===== config.mk =====
export PLATFORM = sky130hd
export DESIGN_NAME = ready_queue_with_shortest_select
export DESIGN_NICKNAME = d
export VERILOG_FILES = /design/src/rtl/core/rqss_pkg.sv /design/src/rtl/core/rqss_ram.sv /design/src/rtl/core/rqss_ctrl.sv /design/src/rtl/core/rqss_datapath.sv /design/src/rtl/core/ready_queue_with_shortest_select.sv
export SDC_FILE = /design/constraint.sdc
export NUM_CORES = 1
export LEC_CHECK = 0
export BUFFER_PORTS_ARGS = -buffer_cell sky130_fd_sc_hd__buf_2
export CAP_MARGIN = 30
export CORE_ASPECT_RATIO = 0.8
export CORE_UTILIZATION = 40
export CTS_CLUSTER_DIAMETER = 100
export CTS_CLUSTER_SIZE = 10
export DETAILED_ROUTE_END_ITERATION = 10
export SYNTH_ARGS = -nofsm -noshare
export SYNTH_HDL_FRONTEND = slang
export SYNTH_HIERARCHICAL = 1
export SYNTH_SLANG_ARGS = --single-unit

===== constraint.sdc =====
create_clock -name aclk -period 7.7 [get_ports aclk]
set_input_delay 0 -clock aclk [delete_from_list [all_inputs] [get_ports aclk]]
set_output_delay 0 -clock aclk [all_outputs]
set_load 0.05 [all_outputs]

===== src/rtl/core/rqss_pkg.sv =====
// Package for the ready queue with shortest select.
// Holds sizes, operation and status codes, controller states and the
// command and status structs shared by the controller and the datapath.
`default_nettype none

package rqss_pkg;

    // Queue geometry.
    localparam int QUEUE_DEPTH = 16;
    localparam int ADDR_W      = (QUEUE_DEPTH > 1) ? $clog2(QUEUE_DEPTH) : 1;
    localparam int CNT_W       = $clog2(QUEUE_DEPTH + 1);
    localparam int POS_W       = 4;
    localparam int CMP_W       = (CNT_W > POS_W) ? CNT_W : POS_W;

    // Entry fields as stored in the slot memory.
    localparam int HANDLE_W = 8;
    localparam int SIZE_W   = 16;
    localparam int ENTRY_W  = HANDLE_W + SIZE_W;

    // Result field widths.
    localparam int OUT_CNT_W = 5;
    localparam int OUT_POS_W = 4;

    typedef enum logic [1:0] {
        OP_PUSH   = 2'd0,
        OP_POP    = 2'd1,
        OP_REMOVE = 2'd2,
        OP_FIND   = 2'd3
    } op_t;

    typedef enum logic [1:0] {
        ST_OK    = 2'd0,
        ST_EMPTY = 2'd1,
        ST_FULL  = 2'd2
    } status_t;

    typedef enum logic [2:0] {
        S_IDLE,
        S_EXEC,
        S_SHIFT,
        S_SHIFT_DRAIN,
        S_SCAN,
        S_SCAN_DRAIN,
        S_FINISH
    } state_t;

    // Commands from the controller to the datapath.
    typedef struct packed {
        logic load;       // capture the accepted input transfer
        logic exec;       // apply push or check the operation
        logic ptr_pos;    // load the walk pointer with the removal position
        logic ptr_zero;   // load the walk pointer with zero
        logic rd_issue;   // read the slot at the pointer and advance it
        logic scan;       // the read issued now feeds the minimum search
        logic dec_count;  // one entry has left the queue
        logic finish;     // load the result register
    } cmd_t;

    // Status from the datapath to the controller.
    typedef struct packed {
        op_t  op;
        logic take_ok;     // pop or remove names an entry that exists
        logic count_zero;
        logic ptr_last;    // pointer sits on the last occupied slot
        logic out_free;    // result register can take a new result
    } sts_t;

endpackage

`default_nettype wire


===== src/rtl/core/rqss_ram.sv =====
// Generic single-write, single-read memory with a registered read port.
// Stands alone; used for the slot store of the ready queue.
`default_nettype none

module rqss_ram #(
    parameter int WIDTH = 8,
    parameter int DEPTH = 16
) (
    input  wire logic                                    aclk,
    input  wire logic                                    we,
    input  wire logic [((DEPTH > 1) ? $clog2(DEPTH) : 1)-1:0] waddr,
    input  wire logic [WIDTH-1:0]                        wdata,
    input  wire logic                                    re,
    input  wire logic [((DEPTH > 1) ? $clog2(DEPTH) : 1)-1:0] raddr,
    output logic      [WIDTH-1:0]                        rdata
);

    logic [WIDTH-1:0] mem_reg [DEPTH];

    // Write port and registered read port.
    always_ff @(posedge aclk) begin
        if (we) begin
            mem_reg[waddr] <= wdata;
        end
        if (re) begin
            rdata <= mem_reg[raddr];
        end
    end

endmodule

`default_nettype wire


===== src/rtl/core/rqss_ctrl.sv =====
// Controller of the ready queue: sequences accept, execute, slot shifting,
// the minimum scan and the result load. Depends on rqss_pkg.
`default_nettype none

module rqss_ctrl (
    input  wire logic           aclk,
    input  wire logic           aresetn,
    input  wire logic           s_valid,
    output logic                s_ready,
    input  wire rqss_pkg::sts_t sts,
    output rqss_pkg::cmd_t      cmd
);

    rqss_pkg::state_t state_reg, state_next;
    logic             accept;

    assign accept = s_valid && s_ready;

    // State register.
    always_ff @(posedge aclk) begin
        if (!aresetn) begin
            state_reg <= rqss_pkg::S_IDLE;
        end else begin
            state_reg <= state_next;
        end
    end

    // Next state and commands.
    always_comb begin
        state_next = state_reg;
        cmd        = '0;
        s_ready    = 1'b0;
        case (state_reg)
            rqss_pkg::S_IDLE: begin
                s_ready = 1'b1;
                if (s_valid) begin
                    cmd.load   = 1'b1;
                    state_next = rqss_pkg::S_EXEC;
                end
            end
            rqss_pkg::S_EXEC: begin
                cmd.exec = 1'b1;
                if ((sts.op == rqss_pkg::OP_POP || sts.op == rqss_pkg::OP_REMOVE)
                        && sts.take_ok) begin
                    cmd.ptr_pos = 1'b1;
                    state_next  = rqss_pkg::S_SHIFT;
                end else begin
                    cmd.ptr_zero = 1'b1;
                    state_next   = rqss_pkg::S_SCAN;
                end
            end
            rqss_pkg::S_SHIFT: begin
                // Read from the removal position up to the tail; each entry
                // moves up one place as it returns.
                cmd.rd_issue = 1'b1;
                if (sts.ptr_last) begin
                    state_next = rqss_pkg::S_SHIFT_DRAIN;
                end
            end
            rqss_pkg::S_SHIFT_DRAIN: begin
                cmd.dec_count = 1'b1;
                cmd.ptr_zero  = 1'b1;
                state_next    = rqss_pkg::S_SCAN;
            end
            rqss_pkg::S_SCAN: begin
                if (sts.count_zero) begin
                    state_next = rqss_pkg::S_FINISH;
                end else begin
                    cmd.rd_issue = 1'b1;
                    cmd.scan     = 1'b1;
                    if (sts.ptr_last) begin
                        state_next = rqss_pkg::S_SCAN_DRAIN;
                    end
                end
            end
            rqss_pkg::S_SCAN_DRAIN: begin
                state_next = rqss_pkg::S_FINISH;
            end
            rqss_pkg::S_FINISH: begin
                if (sts.out_free) begin
                    cmd.finish = 1'b1;
                    state_next = rqss_pkg::S_IDLE;
                end
            end
            default: begin
                state_next = rqss_pkg::S_IDLE;
            end
        endcase
    end

    // An accepted transfer always starts execution on the next cycle.
    a_accept_exec: assert property (@(posedge aclk) disable iff (!aresetn)
        accept |=> state_reg == rqss_pkg::S_EXEC)
        else $error("accepted item did not enter execution");

    // Reads are issued only while shifting or scanning.
    a_read_phase: assert property (@(posedge aclk) disable iff (!aresetn)
        cmd.rd_issue |-> (state_reg == rqss_pkg::S_SHIFT || state_reg == rqss_pkg::S_SCAN))
        else $error("slot read outside a walk");

    // Input is never taken while a result load is pending.
    a_no_accept_busy: assert property (@(posedge aclk) disable iff (!aresetn)
        cmd.finish |-> !s_ready)
        else $error("input ready during result load");

endmodule

`default_nettype wire


===== src/rtl/core/rqss_datapath.sv =====
// Datapath of the ready queue: slot memory, occupancy count, walk pointer,
// removal capture, minimum tracking and the result register.
// Depends on rqss_pkg and rqss_ram.
`default_nettype none

module rqss_datapath (
    input  wire logic                             aclk,
    input  wire logic                             aresetn,
    input  wire rqss_pkg::cmd_t                   cmd,
    output rqss_pkg::sts_t                        sts,
    input  wire logic [1:0]                       s_operation,
    input  wire logic [rqss_pkg::HANDLE_W-1:0]    s_process_handle,
    input  wire logic [rqss_pkg::SIZE_W-1:0]      s_job_size,
    input  wire logic [rqss_pkg::POS_W-1:0]       s_position,
    output logic                                  m_valid,
    input  wire logic                             m_ready,
    output logic [1:0]                            m_status,
    output logic [rqss_pkg::HANDLE_W-1:0]         m_removed_handle,
    output logic [rqss_pkg::SIZE_W-1:0]           m_removed_size,
    output logic [rqss_pkg::OUT_POS_W-1:0]        m_smallest_position,
    output logic [rqss_pkg::HANDLE_W-1:0]         m_head_handle,
    output logic [rqss_pkg::OUT_CNT_W-1:0]        m_entry_count,
    output logic                                  m_is_empty
);

    // Captured input transfer.
    rqss_pkg::op_t                    op_reg;
    logic [rqss_pkg::HANDLE_W-1:0]    handle_reg;
    logic [rqss_pkg::SIZE_W-1:0]      size_reg;
    logic [rqss_pkg::POS_W-1:0]       position_reg;

    // Queue state and walk.
    logic [rqss_pkg::CNT_W-1:0]       count_reg, count_next;
    logic [rqss_pkg::CNT_W-1:0]       count_dec;
    logic [rqss_pkg::ADDR_W-1:0]      ptr_reg;
    logic [rqss_pkg::ADDR_W-1:0]      pos_eff;
    logic                             rd_vld_reg;
    logic                             rd_scan_reg;
    logic [rqss_pkg::ADDR_W-1:0]      rd_idx_reg;
    logic                             full;
    logic                             push_ok;

    // Per-item results.
    rqss_pkg::status_t                status_reg;
    logic [rqss_pkg::HANDLE_W-1:0]    rem_handle_reg;
    logic [rqss_pkg::SIZE_W-1:0]      rem_size_reg;
    logic [rqss_pkg::SIZE_W-1:0]      min_size_reg;
    logic [rqss_pkg::ADDR_W-1:0]      min_pos_reg;
    logic [rqss_pkg::HANDLE_W-1:0]    head_reg;

    // Result register.
    logic                             m_valid_reg;
    rqss_pkg::status_t                o_status_reg;
    logic [rqss_pkg::HANDLE_W-1:0]    o_rem_handle_reg;
    logic [rqss_pkg::SIZE_W-1:0]      o_rem_size_reg;
    logic [rqss_pkg::OUT_POS_W-1:0]   o_min_pos_reg;
    logic [rqss_pkg::HANDLE_W-1:0]    o_head_reg;
    logic [rqss_pkg::OUT_CNT_W-1:0]   o_count_reg;
    logic                             o_empty_reg;
    logic                             out_free;

    // Memory ports.
    logic                             ram_we;
    logic [rqss_pkg::ADDR_W-1:0]      ram_waddr;
    logic [rqss_pkg::ENTRY_W-1:0]     ram_wdata;
    logic [rqss_pkg::ENTRY_W-1:0]     ram_rdata;
    logic [rqss_pkg::HANDLE_W-1:0]    ret_handle;
    logic [rqss_pkg::SIZE_W-1:0]      ret_size;

    rqss_ram #(
        .WIDTH (rqss_pkg::ENTRY_W),
        .DEPTH (rqss_pkg::QUEUE_DEPTH)
    ) u_slots (
        .aclk  (aclk),
        .we    (ram_we),
        .waddr (ram_waddr),
        .wdata (ram_wdata),
        .re    (cmd.rd_issue),
        .raddr (ptr_reg),
        .rdata (ram_rdata)
    );

    assign ret_handle = ram_rdata[rqss_pkg::ENTRY_W-1:rqss_pkg::SIZE_W];
    assign ret_size   = ram_rdata[rqss_pkg::SIZE_W-1:0];

    // Queue bookkeeping.
    assign full      = (count_reg == rqss_pkg::CNT_W'(rqss_pkg::QUEUE_DEPTH));
    assign push_ok   = cmd.exec && (op_reg == rqss_pkg::OP_PUSH) && !full;
    assign count_dec = count_reg - rqss_pkg::CNT_W'(1);
    assign pos_eff   = (op_reg == rqss_pkg::OP_POP) ? '0
                                                    : rqss_pkg::ADDR_W'(position_reg);
    assign out_free  = !m_valid_reg || m_ready;

    always_comb begin
        sts.op         = op_reg;
        sts.count_zero = (count_reg == '0);
        sts.ptr_last   = (ptr_reg == count_dec[rqss_pkg::ADDR_W-1:0]);
        sts.out_free   = out_free;
        if (op_reg == rqss_pkg::OP_POP) begin
            sts.take_ok = (count_reg != '0);
        end else begin
            sts.take_ok = (rqss_pkg::CMP_W'(position_reg) < rqss_pkg::CMP_W'(count_reg));
        end
    end

    always_comb begin
        count_next = count_reg;
        if (push_ok) begin
            count_next = count_reg + rqss_pkg::CNT_W'(1);
        end else if (cmd.dec_count) begin
            count_next = count_dec;
        end
    end

    // Slot write: a push at the tail, or an entry moving up one place.
    always_comb begin
        ram_we    = 1'b0;
        ram_waddr = count_reg[rqss_pkg::ADDR_W-1:0];
        ram_wdata = {handle_reg, size_reg};
        if (push_ok) begin
            ram_we = 1'b1;
        end else if (rd_vld_reg && !rd_scan_reg && (rd_idx_reg != pos_eff)) begin
            ram_we    = 1'b1;
            ram_waddr = rd_idx_reg - rqss_pkg::ADDR_W'(1);
            ram_wdata = ram_rdata;
        end
    end

    // Control registers.
    always_ff @(posedge aclk) begin
        if (!aresetn) begin
            count_reg   <= '0;
            rd_vld_reg  <= 1'b0;
            m_valid_reg <= 1'b0;
        end else begin
            count_reg  <= count_next;
            rd_vld_reg <= cmd.rd_issue;
            if (cmd.finish) begin
                m_valid_reg <= 1'b1;
            end else if (m_ready) begin
                m_valid_reg <= 1'b0;
            end
        end
    end

    // Input capture, walk pointer and read tracking.
    always_ff @(posedge aclk) begin
        if (cmd.load) begin
            op_reg       <= rqss_pkg::op_t'(s_operation);
            handle_reg   <= s_process_handle;
            size_reg     <= s_job_size;
            position_reg <= s_position;
        end
        if (cmd.ptr_pos) begin
            ptr_reg <= pos_eff;
        end else if (cmd.ptr_zero) begin
            ptr_reg <= '0;
        end else if (cmd.rd_issue) begin
            ptr_reg <= ptr_reg + rqss_pkg::ADDR_W'(1);
        end
        rd_idx_reg  <= ptr_reg;
        rd_scan_reg <= cmd.scan;
    end

    // Status, removed entry and minimum search.
    always_ff @(posedge aclk) begin
        if (cmd.load) begin
            status_reg     <= rqss_pkg::ST_OK;
            rem_handle_reg <= '0;
            rem_size_reg   <= '0;
            min_size_reg   <= '0;
            min_pos_reg    <= '0;
            head_reg       <= '0;
        end else begin
            if (cmd.exec) begin
                case (op_reg)
                    rqss_pkg::OP_PUSH: begin
                        if (full) begin
                            status_reg <= rqss_pkg::ST_FULL;
                        end
                    end
                    rqss_pkg::OP_POP, rqss_pkg::OP_REMOVE: begin
                        if (!sts.take_ok) begin
                            status_reg <= rqss_pkg::ST_EMPTY;
                        end
                    end
                    rqss_pkg::OP_FIND: begin
                        if (count_reg == '0) begin
                            status_reg <= rqss_pkg::ST_EMPTY;
                        end
                    end
                    default: begin
                        status_reg <= rqss_pkg::ST_OK;
                    end
                endcase
            end
            if (rd_vld_reg && !rd_scan_reg && (rd_idx_reg == pos_eff)) begin
                rem_handle_reg <= ret_handle;
                rem_size_reg   <= ret_size;
            end
            if (rd_vld_reg && rd_scan_reg) begin
                if (rd_idx_reg == '0) begin
                    min_size_reg <= ret_size;
                    min_pos_reg  <= '0;
                    head_reg     <= ret_handle;
                end else if (ret_size < min_size_reg) begin
                    min_size_reg <= ret_size;
                    min_pos_reg  <= rd_idx_reg;
                end
            end
        end
    end

    // Result register.
    always_ff @(posedge aclk) begin
        if (cmd.finish) begin
            o_status_reg     <= status_reg;
            o_rem_handle_reg <= rem_handle_reg;
            o_rem_size_reg   <= rem_size_reg;
            o_min_pos_reg    <= rqss_pkg::OUT_POS_W'(min_pos_reg);
            o_head_reg       <= head_reg;
            o_count_reg      <= rqss_pkg::OUT_CNT_W'(count_reg);
            o_empty_reg      <= (count_reg == '0);
        end
    end

    assign m_valid             = m_valid_reg;
    assign m_status            = o_status_reg;
    assign m_removed_handle    = o_rem_handle_reg;
    assign m_removed_size      = o_rem_size_reg;
    assign m_smallest_position = o_min_pos_reg;
    assign m_head_handle       = o_head_reg;
    assign m_entry_count       = o_count_reg;
    assign m_is_empty          = o_empty_reg;

    // The occupancy never exceeds the queue depth.
    a_count_bound: assert property (@(posedge aclk) disable iff (!aresetn)
        count_reg <= rqss_pkg::CNT_W'(rqss_pkg::QUEUE_DEPTH))
        else $error("occupancy beyond queue depth");

    // The occupancy moves by at most one entry per cycle.
    a_count_step: assert property (@(posedge aclk) disable iff (!aresetn)
        (count_next != count_reg) |->
            (count_next == count_reg + rqss_pkg::CNT_W'(1) || count_next == count_dec))
        else $error("occupancy jumped");

    // A result is loaded only when the result register is free.
    a_finish_free: assert property (@(posedge aclk) disable iff (!aresetn)
        cmd.finish |-> out_free)
        else $error("result overwritten before transfer");

endmodule

`default_nettype wire


===== src/rtl/core/ready_queue_with_shortest_select.sv =====
// Ready queue with shortest-job select.
//
// Input channel (s_*): one transfer carries an operation (push, pop head,
// remove at position, find smallest) with a handle, job size and position.
// Result channel (m_*): one transfer per input transfer with the status, the
// removed entry, the first position of the smallest job size, the head handle
// and the entry count, all after the operation.
// A pop or remove first shifts the entries behind the removed one up one place;
// then the minimum scan reads every entry held after the operation. The single
// read port of the slot memory sets the pace: the shift and the minimum scan
// read one slot a cycle.
// One item is in work at a time; s_ready is high only between items.
// The result register lets the next item be accepted and worked on while a
// result still waits; a stalled receiver holds only the next result load.
// Reset (aresetn low, synchronous) empties the queue and drops any pending
// result; the slot memory itself is not cleared.
// Depends on rqss_pkg, rqss_ctrl, rqss_datapath and rqss_ram.
`default_nettype none

module ready_queue_with_shortest_select (
    input  wire logic                             aclk,
    input  wire logic                             aresetn,
    input  wire logic                             s_valid,
    output logic                                  s_ready,
    input  wire logic [1:0]                       s_operation,
    input  wire logic [rqss_pkg::HANDLE_W-1:0]    s_process_handle,
    input  wire logic [rqss_pkg::SIZE_W-1:0]      s_job_size,
    input  wire logic [rqss_pkg::POS_W-1:0]       s_position,
    output logic                                  m_valid,
    input  wire logic                             m_ready,
    output logic [1:0]                            m_status,
    output logic [rqss_pkg::HANDLE_W-1:0]         m_removed_handle,
    output logic [rqss_pkg::SIZE_W-1:0]           m_removed_size,
    output logic [rqss_pkg::OUT_POS_W-1:0]        m_smallest_position,
    output logic [rqss_pkg::HANDLE_W-1:0]         m_head_handle,
    output logic [rqss_pkg::OUT_CNT_W-1:0]        m_entry_count,
    output logic                                  m_is_empty
);

    rqss_pkg::cmd_t cmd;
    rqss_pkg::sts_t sts;

    // Sequencer.
    rqss_ctrl u_ctrl (
        .aclk    (aclk),
        .aresetn (aresetn),
        .s_valid (s_valid),
        .s_ready (s_ready),
        .sts     (sts),
        .cmd     (cmd)
    );

    // Storage, walk and result logic.
    rqss_datapath u_datapath (
        .aclk                (aclk),
        .aresetn             (aresetn),
        .cmd                 (cmd),
        .sts                 (sts),
        .s_operation         (s_operation),
        .s_process_handle    (s_process_handle),
        .s_job_size          (s_job_size),
        .s_position          (s_position),
        .m_valid             (m_valid),
        .m_ready             (m_ready),
        .m_status            (m_status),
        .m_removed_handle    (m_removed_handle),
        .m_removed_size      (m_removed_size),
        .m_smallest_position (m_smallest_position),
        .m_head_handle       (m_head_handle),
        .m_entry_count       (m_entry_count),
        .m_is_empty          (m_is_empty)
    );

endmodule

`default_nettype wire

==> impl_metrics.json, run 1 <==
{
  "ys_seq_area_share_pct": 72.74,
  "syn-cell-area_um2": 21960,
  "diodes": 0,
  "clk_latency_ns": 0.63,
  "grt_max_degree": 101,
  "ys_ff_latch": 555,
  "vias": 11570,
  "synth_edf_count": 486,
  "ios": 80,
  "cp_data_required_time_ns": 7.99,
  "finalCritPeriodShare_pct": 57.27,
  "hold_path_class": "input pin to register",
  "syn_avg_cell_area_um2": 18.05,
  "overflow": 0,
  "grt_pass1_wl_mm": 73.14,
  "worst_slew_margin_rel_pct": 34.02,
  "wirelength_mm": 48.97,
  "tightest_slew_ns": 0.9621,
  "period_needed_ns": 4.410,
  "syn_inst": 1217,
  "path_max_fanout": 18,
  "wl_per_cell_um": 23.45,
  "ctsRootBufferMaster": "clkbuf_16",
  "rsz0062_at_grt": "false",
  "final_cell_area_um2": 25260,
  "htree_levels": 2,
  "post_cts.repair.setup_buffers": 0,
  "r2r_slack_ns": 3.29,
  "synth_fp_nets": 1278,
  "antenna_found_initial": 1,
  "pwr_density_cell_nw_per_um2": 352.4,
  "maxCapViolations": 0,
  "final_cell_mix": "edfxtp_1 (486), mux4_2 (96), buf_2 (79)",
  "dp_hpwl_mm": 30.33,
  "synth-xor-area-share_pct": 0.5982,
  "grt_pass1_vias": 11330,
  "clk_pin_slew_ns": 0.06,
  "synthFlopType": "edfxtp_1",
  "fin_hold_ws_ns": 0.08360,
  "fin_skew_ns": 0.02406,
  "coreArea_um2": 54010,
  "dpl_cell_area_um2": 23240,
  "gp_congestion": 0.8045,
  "status": "finished clean",
  "portBuffers": 79,
  "final_layout_size_suffix_gt1_share_pct": 23.88,
  "final_cells": 2088,
  "preCtsSetupSlack_ns": 3.384,
  "drt-initial-drc-count": 964,
  "tritoncts": "yes",
  "clk_path_buf_depth": 3,
  "dr.pass1.iters": 5,
  "viasPerCell": 5.542,
  "num_rows": 76,
  "hold_viol": 0,
  "fin_tns_setup_ns": 0,
  "grt_usage_pct": 17.71,
  "end_kind": "register",
  "mostFrequentLayoutCell": "edfxtp_1",
  "area_delta_synth_final_pct": 15.00,
  "synth_cell_types": 68,
  "synth_top_family_by_area": "multiplexers",
  "die-area_um2": 55850,
  "initial_core_util_pct": 40.66,
  "die_x_um": 264.0,
  "numCtsBuffers": 61,
  "async_flop_share_pct": 0,
  "nNetsFinal": 1421,
  "worst_slack_ns": 3.290,
  "maxSlewViolCount": 0,
  "clock-sinks": 555,
  "fmax_mhz": 226.8,
  "arrival_ns": 4.70,
  "final_util_pct": 46.76,
  "path_class": "register to register",
  "muxShareOfSynthArea_pct": 12.77,
  "synthSimpleGateAreaFrac_pct": 6.250,
  "dp.cells": 1966,
  "yosys_warnings": 6,
  "largest_reg_flops": 384,
  "total_power_mw": 8.900,
  "final_antenna_net_count": 0,
  "setup_violations": 0,
  "startpoint_type": "register",
  "die_h_um": 211.6,
  "synth-compound-area-share_pct": 3.965,
  "leakagePower_nw": 8.180,
  "drc_errors": 0,
  "synth_adder_area_share_pct": 1.538,
  "ir_worst_vdd_mv": 0.2229
}
-- what timing repair did --
action,4_1_cts,5_1_grt
resized for setup,0,0
hold endpoints to repair,62,0
hold buffers,33,0
-- synthesized netlist by cell type (all sizes together) (27+ instances only) --
cell type | number | area (µm²)
edfxtp | 486 | 14590
mux4 | 96 | 2162
clkbuf | 34 | 127.6
nand2 | 56 | 210.2
dfxtp | 69 | 1381
buf | 31 | 231.5
ha | 27 | 337.8
mux2i | 35 | 350.3
a22oi | 50 | 394.1
inv | 29 | 108.9
nor2 | 55 | 209.0
-- routing by layer --
layer	wire (µm)	vias up	track usage, %
li1	-	5130	-
met1	23860	6036	27.55
met2	20970	360	25.11
met3	3388	45	3.699
met4	750	0	4.471
met5	0	-	0
-- logic make-up after synthesis --
kind of cell	Yosys count
AOI/OAI and AO/OA	121
and+or+nand+nor	248
muxes	157
DFF	555
xor gates and xnor gates	15
buffers and inverters	94
adders and majority gates	27
-- where the power goes --
group          total [mW]  switching, mW  leakage (nW)  internal (mW)
Combinational        2.37           1.47          2.40          0.899
Clock                2.55           1.11         0.810           1.44
Sequential           3.98          0.201          4.97           3.78
Total                8.90           2.77          8.18           6.13
-- final timing paths --
kind,to,startpoint,cells past startpoint
worst max-delay path,u_datapath/u_slots/mem_reg[14][1]$_DFFE_PP_,u_datapath/op_reg[1]$_DFFE_PP_,10
worst min-delay path,u_datapath/size_reg[12]$_DFFE_PP_,s_job_size[12],2
worst max register to register,u_datapath/u_slots/mem_reg[14][1]$_DFFE_PP_,u_datapath/op_reg[1]$_DFFE_PP_,10
worst min register to register,u_datapath/m_head_handle[1]$_DFFE_PP_,u_datapath/head_reg[1]$_SDFFE_PP0P_,0
-- final cells by class --
cell class	instances	area, µm²
Timing Repair Buffer	145	1025
Multi-Input combinational cell	568	5584
Tap cell	702	878.3
Sequential cell	555	15980
Clock inverter	4	67.56
Fill cell	4572	28760
Inverter	29	108.9
Clock buffer	85	1617
-- critical path: stages (launching register included) --
cell and delay, ns:
edfxtp_1 0.44, inv_1 0.13, ha_1 0.33, inv_1 0.22
a22oi_4 0.25, a22oi_2 0.11, nor3_4 0.53, mux2i_1 0.87
nand2b_1 0.36, nor2_2 0.44, buf_4 0.37
Power figures use the tool's default switching activity.
==> inputs of run 2 (changes only) <==
- ABC_AREA: not set -> 1
- clock period: 7.7 -> 4.3 ns (I/O delays scaled with it)
==> impl_metrics.json, run 2 <==
{
  "grt_pass1_wl_mm": 91.20,
  "seqCellArea_um2": 15980,
  "hold_path_class": "input pin to register",
  "period_needed_ns": 3.945,
  "final_cells": 3184,
  "tritoncts": "yes",
  "num_rows": 79,
  "switching_share_pct": 37.82,
  "ctsRootBufferMaster": "clkbuf_16",
  "die_h_um": 219.8,
  "gp_congestion": 0.8534,
  "final_cell_area_um2": 26940,
  "syn-cell-area_um2": 23730,
  "synthFlopType": "edfxtp_1",
  "grt_pass1_vias": 15100,
  "dpl_cell_area_um2": 24900,
  "arrival_ns": 4.43,
  "mostFrequentLayoutCell": "nand2_1",
  "path_cells": "buf_12 -> xnor2_1 -> nor4_1 -> inv_1 -> nand4_1 -> nand2_1 -> nor2_1 -> nand2_1 -> nand2_1 -> dlygate4sd3_1 -> nor2_1 -> dlygate4sd3_1",
  "clock-sinks": 555,
  "grt_max_degree": 198,
  "wl_per_cell_um": 19.04,
  "pwr_density_cell_nw_per_um2": 648.2,
  "portBuffers": 79,
  "crit_cells": 12,
  "tightest_slew_ns": 1.033,
  "area_delta_synth_final_pct": 13.53,
  "total_power_mw": 17.46,
  "cp_data_required_time_ns": 4.78,
  "status": "finished with violations",
  "ir_worst_vdd_mv": 0.6621,
  "ys_seq_area_share_pct": 67.33,
  "hold_viol": 0,
  "synth_edf_count": 486,
  "final_layout_size_suffix_gt1_share_pct": 8.571,
  "critPathMaxStageDelay_ns": 0.70,
  "synth_top_cell_by_area": "edfxtp_1",
  "startpoint_type": "register",
  "final_util_pct": 46.11,
  "end_kind": "register",
  "die_x_um": 274.3,
  "dr.pass1.iters": 11,
  "die-area_um2": 60300,
  "syn_avg_cell_area_um2": 10.34,
  "maxCapViolations": 0,
  "crit_buf_inv": 4,
  "clk_latency_ns": 0.61,
  "cpMostUsedCell": "nand2_1",
  "fin_hold_ws_ns": 0.1034,
  "path_max_fanout": 197,
  "initial_core_util_pct": 40.61,
  "setup_violations": 0,
  "intPower_mw": 10.86,
  "coreArea_um2": 58420,
  "ys_ff_latch": 555,
  "dp_hpwl_mm": 37.33,
  "yosysMostFrequentCell": "nand2_1",
  "ios": 80,
  "async_flop_share_pct": 0,
  "p_comb_share_pct": 32.4,
  "cts-resized-gates": 0,
  "viasPerCell": 5.102,
  "clk_path_buf_depth": 3,
  "slowest_stage": "nor4_1",
  "worstRegToRegCells": 12,
  "rsz0062_at_grt": "false",
  "crit_family": "buffers and inverters",
  "p_sw_mw": 6.603,
  "drt-initial-drc-count": 1786,
  "path_class": "register to register",
  "dp.cells": 3057,
  "fmax_mhz": 253.5,
  "power.share.sequential_pct": 41.5,
  "drc_errors": 2,
  "nNetsFinal": 2448,
  "leakagePower_nw": 11.13,
  "overflow": 0,
  "clk_pin_slew_ns": 0.06,
  "synth_common_cells": "nand2_1 (634), edfxtp_1 (486), inv_1 (385)",
  "yosys_warnings": 6,
  "diodes": 0,
  "finalCritPeriodShare_pct": 91.74,
  "htree_levels": 2,
  "largest_reg_flops": 384,
  "antenna_found_initial": 1,
  "worst_slack_ns": 0.3552,
  "syn_inst": 2294,
  "synth_top_area_share_pct": 61.51,
  "violations": "design-rule violations",
  "vias": 16250,
  "synth_cell_types": 41,
  "nFillCells": 5328,
  "wirelength_mm": 60.61,
  "worst_slew_margin_rel_pct": 30.98,
  "fin_skew_ns": 0.02154,
  "ys_top_cells_by_area": "edfxtp_1 (62%), nand2_1 (10%), nand3_1 (6.9%)",
  "numCtsBuffers": 61,
  "fin_tns_setup_ns": 0,
  "multi_input_area_um2": 5817,
  "hold_depth": 2,
  "pwr-share-clk_pct": 26.1,
  "final_cell_mix": "nand2_1 (634), edfxtp_1 (486), inv_1 (384)",
  "synth_fp_nets": 2355,
  "maxSlewViolCount": 0,
  "preCtsSetupSlack_ns": 0.7904,
  "final_antenna_net_count": 0,
  "grt_usage_pct": 20.00
}
## run 2: cell count changes after synthesis, moves of 24 or more
cell	delta
nand2_1	+578
inv_1	+356
nand3_1	+320
mux4_2	-96
a21oi_1	+48
a22oi_1	-48
o21ai_0	+46
mux2i_1	-35
buf_2	+32
nand3b_1	-24
## run 2: final cells by class
| cell class | count | area share (%) |
|---|---|---|
| multi-input combinational | 1239 | 21.60 |
| clock buffer | 87 | 6.029 |
| inverter | 393 | 5.514 |
| sequential | 555 | 59.31 |
| clock inverter | 4 | 0.1812 |
| tap | 769 | 3.572 |
| timing repair buffer | 137 | 3.800 |
## run 2: repair_timing
action                    4_1_cts  5_1_grt
hold endpoints to repair       40        0
setup buffers                   0        0
hold buffers                   36        0
## run 2: power groups by stage
stage | clock network (mW) | logic, mW | registers (mW)
detailed placement | 0 | 5.57 | 7.34
floorplan | 0 | 3.63 | 7.21
CTS | 4.65 | 5.63 | 7.23
global placement | 0 | 5.49 | 7.34
global route | 4.85 | 6.20 | 7.28
finish | 4.57 | 5.66 | 7.24
## run 2: kinds of logic after synthesis
logic type	after synthesis	synth area share, %
and+or+nand+nor	1054	18.83
adders and majority gates	27	1.424
buffers and inverters	500	8.696
AOI/OAI and AO/OA	143	3.159
DFF	555	67.33
xor gates and xnor gates	15	0.5537
## run 2: final timing paths
check / start / end / slack, ns
worst max-delay path: u_datapath/ptr_reg[0]$_DFFE_PP_ / u_ctrl/state_reg[2]$_SDFFE_PN0P_ / 0.36
worst max register to register: u_datapath/ptr_reg[0]$_DFFE_PP_ / u_ctrl/state_reg[2]$_SDFFE_PN0P_ / 0.36
worst min register to register: u_datapath/status_reg[0]$_SDFFE_PP0P_ / u_datapath/m_status[0]$_DFFE_PP_ / 0.43
worst min-delay path: s_job_size[0] / u_datapath/size_reg[0]$_DFFE_PP_ / 0.10
## run 2: routing by layer
layer | up-vias | routed length [µm] | global-route usage [%]
li1 | 7658 | - | -
met3 | 104 | 4633 | 3.182
met4 | 0 | 1462 | 5.481
met5 | - | 0 | 0
met1 | 7851 | 27370 | 29.80
met2 | 632 | 27140 | 30.15
